## src/design/multichannel_variable_delay_top_defines.svh

```systemverilog
// Assertion macros shared by the multichannel variable delay design.
`ifndef MULTICHANNEL_VARIABLE_DELAY_TOP_DEFINES_SVH
`define MULTICHANNEL_VARIABLE_DELAY_TOP_DEFINES_SVH

// Same-cycle implication, sampled on i_clk, off while i_rst_n is low.
`define MVD_CHECK_IMP(lbl, ante, cons) \
    lbl: assert property (@(posedge i_clk) disable iff (!i_rst_n) (ante) |-> (cons)) \
        else $error("mvd: same-cycle check failed");

// Next-cycle implication, sampled on i_clk, off while i_rst_n is low.
`define MVD_CHECK_NEXT(lbl, ante, cons) \
    lbl: assert property (@(posedge i_clk) disable iff (!i_rst_n) (ante) |=> (cons)) \
        else $error("mvd: next-cycle check failed");

`endif

```

## src/design/mvd_pkg.sv

```systemverilog
// Shared constants and types of the multichannel variable delay line.
package mvd_pkg;

    localparam int CH_W     = 3;
    localparam int SAMPLE_W = 32;
    localparam int DELAY_W  = 17;
    localparam int CFG_W    = 17;

    localparam int DEF_MAX_LENGTH = 65536;
    localparam int DEF_CHANNELS   = 8;
    localparam int RESET_LENGTH   = 44100;

    // Entries of the queue between front and back; a power of two.
    localparam int QUEUE_DEPTH = 4;

    // Where the output word of one item comes from.
    typedef enum logic [1:0] {
        SRC_MEM,
        SRC_BYPASS,
        SRC_ZERO
    } t_src;

    localparam int SRC_W = $bits(t_src);

endpackage

```

## src/design/mvd_fifo.sv

```systemverilog
// Small register FIFO between front and back; depth is a power of two.
module mvd_fifo #(
    parameter int WIDTH = 8,
    parameter int DEPTH = mvd_pkg::QUEUE_DEPTH
) (
    input  logic             i_clk,
    input  logic             i_rst_n,
    input  logic             i_push_valid,
    output logic             o_push_ready,
    input  logic [WIDTH-1:0] i_push_data,
    output logic             o_pop_valid,
    input  logic             i_pop_ready,
    output logic [WIDTH-1:0] o_pop_data
);

    localparam int IW = $clog2(DEPTH);

    logic [WIDTH-1:0] r_data [DEPTH];
    logic [IW:0]      r_wp;
    logic [IW:0]      r_rp;
    logic             full;
    logic             empty;
    logic             push;
    logic             pop;

    assign empty        = (r_wp == r_rp);
    assign full         = (r_wp[IW] != r_rp[IW]) && (r_wp[IW-1:0] == r_rp[IW-1:0]);
    assign o_push_ready = !full;
    assign o_pop_valid  = !empty;
    assign push         = i_push_valid && !full;
    assign pop          = i_pop_ready && !empty;
    assign o_pop_data   = r_data[r_rp[IW-1:0]];

    always_ff @(posedge i_clk) begin
        if (!i_rst_n) begin
            r_wp <= '0;
            r_rp <= '0;
        end else begin
            if (push) begin
                r_wp <= r_wp + (IW+1)'(1);
            end
            if (pop) begin
                r_rp <= r_rp + (IW+1)'(1);
            end
        end
    end

    always_ff @(posedge i_clk) begin
        if (push) begin
            r_data[r_wp[IW-1:0]] <= i_push_data;
        end
    end

endmodule

```

## config.mk

```make
export PLATFORM = sky130hd
export DESIGN_NAME = mvd_fifo
export DESIGN_NICKNAME = d
export VERILOG_FILES = /design/src/design/multichannel_variable_delay_top_defines.svh /design/src/design/mvd_pkg.sv /design/src/design/mvd_fifo.sv
export SDC_FILE = /design/constraint.sdc
export NUM_CORES = 1
export LEC_CHECK = 0
export ABC_AREA = 1
export ABC_CLOCK_PERIOD_IN_PS = 1620
export BUFFER_PORTS_ARGS = -buffer_cell sky130_fd_sc_hd__buf_2
export CORE_AREA = 2 2 67 69
export CTS_BUF_LIST = sky130_fd_sc_hd__clkbuf_8
export DETAILED_ROUTE_END_ITERATION = 8
export DIE_AREA = 0 0 69 71
export PLACE_DENSITY = 0.62
export RECOVER_POWER = 50
export SYNTH_ARGS = -nofsm -noshare
export SYNTH_HDL_FRONTEND = slang
export SYNTH_SLANG_ARGS = --single-unit
```

## constraint.sdc

```tcl
create_clock -name i_clk -period 1.62 [get_ports i_clk]
set_input_delay 0.243 -clock i_clk [delete_from_list [all_inputs] [get_ports i_clk]]
set_output_delay 0.243 -clock i_clk [all_outputs]
set_load 0.02 [all_outputs]
```

==> metrics.txt <==
Worst slew margin=85.6%; DP Wirelength=2170 um; Crit Path Category=register to output pin; Net Sw Frac=25.2%; IO Pins=22; CP Data Required Time=1.38 ns; area fraction of the dominant cell type after synthesis=57.8%; clock buffer depth=2; Final Cell Area=2000 um^2; FMAX=649 MHz; final worst path period share=95.1%; # rows=24; share of cells above drive strength 1=24.3%; Primary FF master, synth=edfxtp_1; final hold viol count=0; Final GP Congestion=0.791; Slew Limit Fails=0; DR vias/cell=4.72; sequential share of the synthesized area=67.4%; switching power=0.000653 W; CTS clk-pin slew, worst paths=0.08 ns; full die area=4900 um^2; post-synthesis adder-cell area fraction=3.76%; synth cell count leaders=32 x edfxtp_1, 29 x nor2_1, 21 x nand2_1; CTS tree=built; largest family of logic cells by synthesized area=simple AND/OR/NAND/NOR gates; FFs w/ async S/R, synth=0%; global route overflow=0; Residual DRC=0; maximum vdd ir drop=0.577 mV; syn_area_per_cell=11.2 um^2; EDFF count, synth=32; # diodes=0; final setup vio count=0; drt total wl=3020 um; hold crit path type=input port to register; CP Capture Type=output pin; Fin Clk Skew=0.00848 ns; total core area=4200 um^2; GR Util met3=4.99%; top cell type by total area after synthesis=edfxtp_1; initial antenna violation count=0; status=finished clean; PortBufs=21; FF+latch count, synth=40; Num CTS Buffers=5; Leak=0.803 nW; drt pass-1 iters=4; maxcap violations=0; number of DRC markers in iteration 0=66; Cell variety after synth=17; Seq pwr share=46.9%; clk sinks=40; Final min period=1.54 ns; leading cell type by number of instances after synthesis=edfxtp_1; antenna-violating nets left=0; CTS Root Cell=clkbuf_8; Synth Instances=148; ranking of synthesized cells by area=edfxtp_1 58%, dfxtp_1 9.6%, nor2_1 6.5%; RSZ-0062 raised after global routing=no; YS warnings=0; Fin Hold WS=0.224 ns; Die Span X=69 um; total number of vias=1099; xor and xnor area share after synthesis=0%; mean routed wirelength per cell=12.9 um; Initial Utilization=39.6%; Internal Pwr Total=0.00194 W; GRT met1 Usage=16.4%; Compound-Gate Fraction of Synth Area=8.13%; mux contribution to synthesized area=0%; GRT Overall Usage=14.1%; Post-Synth Simple-Gate Area=16.8%; measured slew at the worst slew-check pin=0.214 ns; busiest grt layer=met2; Clk pwr share=35.9%; Die H=71 um; placed inst area=1860 um^2; Comb pwr share=17.2%; crit path max fanout=8; number of global-route vias before repair=1161; H-tree Lvls=2; Final #Nets=197; Mapped Nets=165; Synth-to-Final Area Change=20.0%; CP startpoint kind=register; setup_tns=0 ns; arrival time at the worst endpoint=1.30 ns; pin count of the biggest net entering global routing=17; first-pass GRT wire length=5340 um; Pwr Density=1300 nW/um^2; GR Util met2=23.7%; clock latency on the worst-skew pair=0.29 ns; CTS Hold Bufs=0; Syn Std Cell Area=1660 um^2
==> worst paths after layout <==
| check | start | endpoint | slack (ns) | cells after the start |
|---|---|---|---|---|
| setup / recovery | register | o_pop_data[6] | 0.08 | 4 |
| hold / removal | i_push_data[5] | r_data[3][5] | 0.22 | 1 |
| setup reg to reg | r_wp[1] | r_data[2][4] | 0.19 | 7 |
| hold reg to reg | r_rp[2] | r_rp[2] | 0.58 | 2 |
==> registers in the layout (all words and copies together), names as in the netlist, named ones only <==
name	flops
r_data	32
r_rp	3
r_wp	3
==> power groups by stage <==
stage	Clock, W	Sequential [W]	Combinational, W
6_report	0.000932	0.00122	0.000446
3_3_place_gp	0	0.00124	0.000426
5_1_grt	0.00101	0.00123	0.000498
4_1_cts	0.000958	0.00122	0.000442
2_1_floorplan	0	0.00122	0.000299
3_5_place_dp	0	0.00124	0.000438
==> per-stage QoR <==
| stage | setup WS [ns] | cells | total power (W) | utilization, % |
|---|---|---|---|---|
| 6_report | 0.0787 | 233 | 0.00260 | 47.5 |
| 5_1_grt | 0.00204 | 233 | 0.00274 | 47.5 |
| 4_1_cts | 0.0131 | 232 | 0.00262 | 47.5 |
| 3_5_place_dp | 0.134 | 224 | 0.00168 | 44.2 |
| 3_3_place_gp | 0.213 | 224 | 0.00166 | 44.2 |
| 2_1_floorplan | 0.0429 | 148 | 0.00152 | - |
==> final cells by class <==
type | instances | area (um^2)
Sequential cell | 40 | 1130
Tap cell | 52 | 65.1
Timing Repair Buffer | 27 | 149
Clock buffer | 5 | 68.8
Clock inverter | 3 | 63.8
Inverter | 14 | 55.1
Fill cell | 398 | 2210
Multi-Input combinational cell | 92 | 467
==> worst max-delay path: stages, from the launching register on <==
cell and delay, ns:
dfxtp_4 0.37, buf_6 0.13, o21ai_0 0.21, o22ai_1 0.13, buf_4 0.16
==> what timing repair did <==
action | CTS | global route
gates resized for setup | 4 | 6
buffers inserted | 0 | 1
cloned | 0 | 0
pin swaps | 0 | 2
endpoints found under the setup margin | 8 | 7
==> cell families after synthesis <==
kind of cell	Yosys count
buf+inv	16
simple gates	62
compound gates	25
fa+ha+maj	5
flops	40
==> per-layer routing <==
layer / vias to the layer above / part of all wire (%)
met5: - / 0
met4: 0 / 1.8
met3: 6 / 4.6
met2: 24 / 49
met1: 502 / 44
li1: 567 / -
==> cell usage in the layout (no fill, tap or decap) <==
cell	instances
edfxtp_1	32
nor2_1	29
nand2_1	23
o21ai_0	16
buf_2	11
inv_1	9
o22ai_1	8
clkbuf_1	8
buf_4	7
inv_2	5
ha_1	5
clkbuf_8	5
dfxtp_1	5
nand2_2	4
nand3_2	2
nor2_2	2
dfxtp_2	2
bufinv_16	2
inv_4	1
nand2_4	1
a21oi_1	1
nand3_1	1
dfxtp_4	1
buf_6	1
No activity file was read; power rests on OpenSTA's default activity.
