## src/design/multichannel_variable_delay_top_defines.svh

```systemverilog
// Assertion macros shared by the multichannel variable delay design.
`ifndef MULTICHANNEL_VARIABLE_DELAY_TOP_DEFINES_SVH
`define MULTICHANNEL_VARIABLE_DELAY_TOP_DEFINES_SVH

// Same-cycle implication, sampled on i_clk, off while i_rst_n is low.
`define MVD_CHECK_IMP(lbl, ante, cons) \
    lbl: assert property (@(posedge i_clk) disable iff (!i_rst_n) (ante) |-> (cons)) \
        else $error("mvd: same-cycle check failed");

// Next-cycle implication, sampled on i_clk, off while i_rst_n is low.
`define MVD_CHECK_NEXT(lbl, ante, cons) \
    lbl: assert property (@(posedge i_clk) disable iff (!i_rst_n) (ante) |=> (cons)) \
        else $error("mvd: next-cycle check failed");

`endif

```

## src/design/mvd_pkg.sv

```systemverilog
// Shared constants and types of the multichannel variable delay line.
package mvd_pkg;

    localparam int CH_W     = 3;
    localparam int SAMPLE_W = 32;
    localparam int DELAY_W  = 17;
    localparam int CFG_W    = 17;

    localparam int DEF_MAX_LENGTH = 65536;
    localparam int DEF_CHANNELS   = 8;
    localparam int RESET_LENGTH   = 44100;

    // Entries of the queue between front and back; a power of two.
    localparam int QUEUE_DEPTH = 4;

    // Where the output word of one item comes from.
    typedef enum logic [1:0] {
        SRC_MEM,
        SRC_BYPASS,
        SRC_ZERO
    } t_src;

    localparam int SRC_W = $bits(t_src);

endpackage

```

## src/design/mvd_front.sv

```systemverilog
// Front end: accepts words, keeps length and write pointers, builds memory accesses.
module mvd_front #(
    parameter int MAX_LENGTH = mvd_pkg::DEF_MAX_LENGTH,
    parameter int CHANNELS   = mvd_pkg::DEF_CHANNELS,
    localparam int PW = $clog2(MAX_LENGTH),
    localparam int CW = (CHANNELS > 1) ? $clog2(CHANNELS) : 1,
    localparam int AW = CW + PW
) (
    input  logic                               i_clk,
    input  logic                               i_rst_n,
    input  logic                               i_cfg_valid,
    output logic                               o_cfg_ready,
    input  logic [mvd_pkg::CFG_W-1:0]          i_cfg_line_length,
    input  logic                               i_in_valid,
    output logic                               o_in_ready,
    input  logic [mvd_pkg::CH_W-1:0]           i_channel,
    input  logic [mvd_pkg::SAMPLE_W-1:0]       i_sample_in,
    input  logic signed [mvd_pkg::DELAY_W-1:0] i_delay_amount,
    output logic                               o_q_valid,
    input  logic                               i_q_ready,
    output mvd_pkg::t_src                      o_q_src,
    output logic [AW-1:0]                      o_q_waddr,
    output logic [AW-1:0]                      o_q_raddr,
    output logic [mvd_pkg::SAMPLE_W-1:0]       o_q_word
);

    import mvd_pkg::*;

    localparam int LW        = $clog2(MAX_LENGTH + 1);
    localparam int XW        = (LW > CFG_W) ? LW : CFG_W;
    localparam int RESET_EFF = (RESET_LENGTH > MAX_LENGTH) ? MAX_LENGTH : RESET_LENGTH;

    logic [LW-1:0]       r_len;
    logic [PW-1:0]       r_pos [CHANNELS];
    logic [CHANNELS-1:0] r_wrapped;

    logic                r_a_valid;
    logic [CW-1:0]       r_a_ch;
    logic [SAMPLE_W-1:0] r_a_word;
    logic [PW-1:0]       r_a_pos;
    logic [PW-1:0]       r_a_dly;
    logic                r_a_wrapped;

    logic [CH_W-1:0] ch_tmp;
    logic [CW-1:0]   in_ch;
    logic [XW-1:0]   dly_ext;
    logic [PW-1:0]   in_dly;
    logic [PW-1:0]   cur_pos;
    logic [LW-1:0]   pos_inc;
    logic            wrap;
    logic [PW-1:0]   n_pos;
    logic [XW-1:0]   cfg_ext;
    logic [LW-1:0]   n_len;
    logic            accept;
    logic [PW:0]     diff;
    logic            borrow;
    logic [PW-1:0]   rd_pos;

    assign o_cfg_ready = 1'b1;
    assign o_in_ready  = !r_a_valid || i_q_ready;
    assign accept      = i_in_valid && o_in_ready;

    // Fold the channel number into range by repeated subtraction.
    always_comb begin
        ch_tmp = i_channel;
        for (int k = 0; k < (1 << CH_W); k++) begin
            if (int'(ch_tmp) >= CHANNELS) begin
                ch_tmp = ch_tmp - CH_W'(CHANNELS);
            end
        end
        in_ch = CW'(ch_tmp);
    end

    // Clamp the delay: negative to zero, too long to length minus one.
    always_comb begin
        dly_ext = XW'(i_delay_amount[DELAY_W-2:0]);
        if (i_delay_amount[DELAY_W-1]) begin
            in_dly = '0;
        end else if (dly_ext >= XW'(r_len)) begin
            in_dly = PW'(r_len - LW'(1));
        end else begin
            in_dly = PW'(i_delay_amount[DELAY_W-2:0]);
        end
    end

    assign cur_pos = r_pos[in_ch];
    assign pos_inc = LW'(cur_pos) + LW'(1);
    assign wrap    = (pos_inc == r_len);
    assign n_pos   = wrap ? '0 : PW'(pos_inc);

    always_comb begin
        cfg_ext = XW'(i_cfg_line_length);
        if (cfg_ext == '0) begin
            n_len = LW'(1);
        end else if (cfg_ext > XW'(MAX_LENGTH)) begin
            n_len = LW'(MAX_LENGTH);
        end else begin
            n_len = LW'(i_cfg_line_length);
        end
    end

    always_ff @(posedge i_clk) begin
        if (!i_rst_n) begin
            r_len     <= LW'(RESET_EFF);
            r_wrapped <= '0;
            for (int k = 0; k < CHANNELS; k++) begin
                r_pos[k] <= '0;
            end
            r_a_valid <= 1'b0;
        end else begin
            if (i_cfg_valid) begin
                r_len     <= n_len;
                r_wrapped <= '0;
                for (int k = 0; k < CHANNELS; k++) begin
                    r_pos[k] <= '0;
                end
            end else if (accept) begin
                r_pos[in_ch] <= n_pos;
                if (wrap) begin
                    r_wrapped[in_ch] <= 1'b1;
                end
            end
            if (accept) begin
                r_a_valid <= 1'b1;
            end else if (i_q_ready) begin
                r_a_valid <= 1'b0;
            end
        end
    end

    always_ff @(posedge i_clk) begin
        if (accept) begin
            r_a_ch      <= in_ch;
            r_a_word    <= i_sample_in;
            r_a_pos     <= cur_pos;
            r_a_dly     <= in_dly;
            r_a_wrapped <= r_wrapped[in_ch];
        end
    end

    // Read position: pos - d, or pos + len - d on borrow.
    assign diff   = {1'b0, r_a_pos} - {1'b0, r_a_dly};
    assign borrow = diff[PW];
    assign rd_pos = diff[PW-1:0] + (borrow ? PW'(r_len) : PW'(0));

    // Entries behind the pointer exist once written; ahead of it only after a wrap.
    always_comb begin
        if (r_a_dly == '0) begin
            o_q_src = SRC_BYPASS;
        end else if (borrow && !r_a_wrapped) begin
            o_q_src = SRC_ZERO;
        end else begin
            o_q_src = SRC_MEM;
        end
    end

    assign o_q_valid = r_a_valid;
    assign o_q_waddr = {r_a_ch, r_a_pos};
    assign o_q_raddr = {r_a_ch, rd_pos};
    assign o_q_word  = r_a_word;

endmodule

```

## config.mk

```make
export PLATFORM = sky130hd
export DESIGN_NAME = mvd_front
export DESIGN_NICKNAME = d
export VERILOG_FILES = /design/src/design/multichannel_variable_delay_top_defines.svh /design/src/design/mvd_pkg.sv /design/src/design/mvd_front.sv
export SDC_FILE = /design/constraint.sdc
export NUM_CORES = 1
export LEC_CHECK = 0
export BUFFER_PORTS_ARGS = -buffer_cell sky130_fd_sc_hd__buf_4
export CAP_MARGIN = 20
export CORE_ASPECT_RATIO = 0.6
export CORE_UTILIZATION = 50
export CTS_BUF_LIST = sky130_fd_sc_hd__clkbuf_2
export CTS_CLUSTER_SIZE = 16
export DETAILED_ROUTE_END_ITERATION = 8
export PLACE_DENSITY_LB_ADDON = 0.2
export SETUP_SLACK_MARGIN = 0.2
export SYNTH_ARGS = -nofsm -noshare
export SYNTH_HDL_FRONTEND = slang
export SYNTH_SLANG_ARGS = --single-unit
```

## constraint.sdc

```tcl
create_clock -name i_clk -period 10.8 [get_ports i_clk]
set_clock_uncertainty 0.2 [all_clocks]
set_input_delay 0.54 -clock i_clk [delete_from_list [all_inputs] [get_ports i_clk]]
set_output_delay 0.54 -clock i_clk [all_outputs]
set_load 0.02 [all_outputs]
```

==> impl_metrics.tcl <==
set metrics [dict create \
    status "completed" \
    worstSetupEndpointType "output port" \
    cts-root-buf "clkbuf_2" \
    io_pins 149 \
    num_vias 9612 \
    track_usage_pct 30.0 \
    grt_setup_unrepaired "false" \
    finalCriticalPeriod_ns 7.94 \
    dr.pass1.iters 7 \
    syn_area_per_cell_um2 11.6 \
    layout.nets 1424 \
    wire_per_inst_um 22.6 \
    rows 43 \
    crit_fanout 13 \
    p_per_area_nw_per_um2 148 \
    ant_nets 0 \
    drc 0 \
    grt_pass1_vias 9213 \
    timing.setup.critical_path_class "flop to output port" \
    dpl_worst_slack_ns 3.61 \
    design_area_um2 14700 \
    numCtsBuffers 51 \
    syn-instance-count 1058 \
    die_height_um 123 \
    grt_pass1_wl_um 55200 \
    core_um2 23600 \
    die_x_um 204 \
    wl_um 37200 \
    clkSinkCount 222 \
    post-cts-setup-buffers 0 \
    fin_ws_ns 2.86 \
    layout.cells.non_filler 1650 \
    dp_cells 1482 \
    synth-seq-cells 222 \
    timing.final.crit_share_pct 73.5 \
    tightestPinTransition_ns 1.10 \
    yosys.cell_types.count 92 \
    slowest_delay_ns 0.63 \
    ys_async_sr_fraction_pct 0 \
    grt_antenna_before_repair 1 \
    relSlewSlack_pct 26.5 \
    hp-class "input port to flop" \
    finalSetupViolations 0 \
    drive_above_1_share_pct 23.6 \
    area_growth_syn_to_layout_pct 20.5 \
    final_cell_mix "edfxtp_1, nor2_1, buf_4, dlygate4sd3_1, clkbuf_2" \
    ys.flop_type "edfxtp_1" \
    synth_area_um2 12200 \
    hpwlAfterDp_um 25500 \
    clkLatencyLatePin_ns 0.87 \
    synth.net_count 1184 \
    cts.clk_slew.worst_paths_ns 0.11 \
    dr.first_iter.drc_count 955 \
    h-tree-depth 2 \
    vias_per_cell 5.83 \
    ir_worst_vdd_uv 92.0 \
    yosysSeqAreaShare_pct 52.4 \
    startpoint_type "flop" \
    grt_max_degree 58 \
    cp_slowest_cell "or4b_2" \
    hold_slack_ns 0.0342 \
    worstPathRequired_ns 10.06 \
    tns_ns 0 \
    post-route-util_pct 62.6 \
    final_common_cell "edfxtp_1" \
    finalPower_mw 2.18 \
    p_leak_nw 6.00 \
    ys_warn_count 0 \
    post_dp_cell_area_um2 13500 \
    cts_resized 0 \
    multi_input_comb_area_um2 5270 \
    dieArea_um2 25100 \
    place.gp.congestion 0.969 \
    grt.overflow.total 0 \
    cp_common_cell "o21ai_0" \
    port_buffers 147 \
    fill_cells 1912 \
    drv_slew 0 \
    cts_tree "done" \
    hold_viol 0 \
    maxCapViolCount 0 \
    start_util_pct 51.9 \
    ctsHoldBuffers 77 \
    fmax_mhz 126 \
    final-seq-area_um2 6410 \
    clock_path_buffers 3 \
    synth_edf_count 196 \
    crit_arrival_ns 7.20 \
]
worst paths after layout:
check,start,endpoint,slack (ns),cells past startpoint
setup / recovery,r_a_dly[0],o_q_raddr[14],2.86,26
hold / removal,i_channel[1],r_a_ch[1],0.03,1
setup reg to reg,r_pos[7][0],r_pos[4][4],4.90,13
hold reg to reg,r_wrapped[1],r_wrapped[1],0.28,1
state kept, by name, indices dropped and copies added (netlist names):
signal,flops
r_a_ch,3
r_a_wrapped,1
r_a_pos,16
o_q_valid,1
r_wrapped,8
r_pos,128
r_len,17
o_q_word,32
r_a_dly,16
layer usage:
layer  GRT usage, %  vias to the layer above  wire, um
met2           39.7                      581     14800
li1               -                     4382         -
met4           6.95                        0       572
met3           11.3                       70      4760
met5              0                        -         0
met1           45.6                     4579     17100
kinds of logic (layout without fill, tap and decap cells):
family | count (synthesis) | in the layout | synth area share, %
AOI/OAI and AO/OA | 150 | 150 | 9.00
and+or+nand+nor | 404 | 404 | 16.9
muxes | 48 | 48 | 5.89
buffers and inverters | 116 | 392 | 4.56
other | 1 | 2 | 0.0307
adders and majority gates | 52 | 52 | 5.44
xor gates and xnor gates | 65 | 65 | 5.76
DFF | 222 | 222 | 52.4
cells in the mapped netlist (7+ instances only):
cell type	instances	area [um2]
nand4_1	10	62.6
nor2_1	159	597
nor3_1	40	200
nand2_1	56	210
mux2i_1	22	220
nand3_1	26	130
nor3_2	11	110
nand2b_1	14	87.6
nor4_1	14	87.6
xnor2_1	46	403
o21ai_0	38	190
a21oi_1	21	105
edfxtp_1	196	5890
a21o_1	8	60.1
and3_1	21	131
xor2_1	8	70.1
o21a_1	7	52.6
clkbuf_1	17	63.8
nor2b_1	9	56.3
a211oi_1	13	97.6
inv_1	64	240
buf_4	12	90.1
mux4_2	18	405
ha_1	50	626
buf_2	10	50.1
o211ai_1	8	60.1
and3b_1	7	61.3
dfxtp_1	26	521
power by group:
part	switching, mW	internal, mW	leakage (nW)
sequential	0.0294	0.982	2.32
clock	0.355	0.211	0.361
combinational	0.354	0.249	3.32
total	0.738	1.44	6.00
cell type report:
type,instances,share of cell area (%)
clock inverter,13,0.543
timing repair buffer,234,13.2
antenna,1,0.0170
tap,315,2.67
multi-input combinational,720,35.8
clock buffer,76,2.58
inverter,69,1.76
sequential,222,43.5
worst max-delay path: cells and delay by family, from the launching register on:
family / cells / cell delay, ns
adder cells (fa/ha/maj): 4 / 1.06
AO/OA/AOI/OAI: 15 / 3.33
AND/OR/NAND/NOR: 4 / 1.03
buffers and inverters: 3 / 0.49
flip-flops: 1 / 0.46
Power figures use the tool's default switching activity.
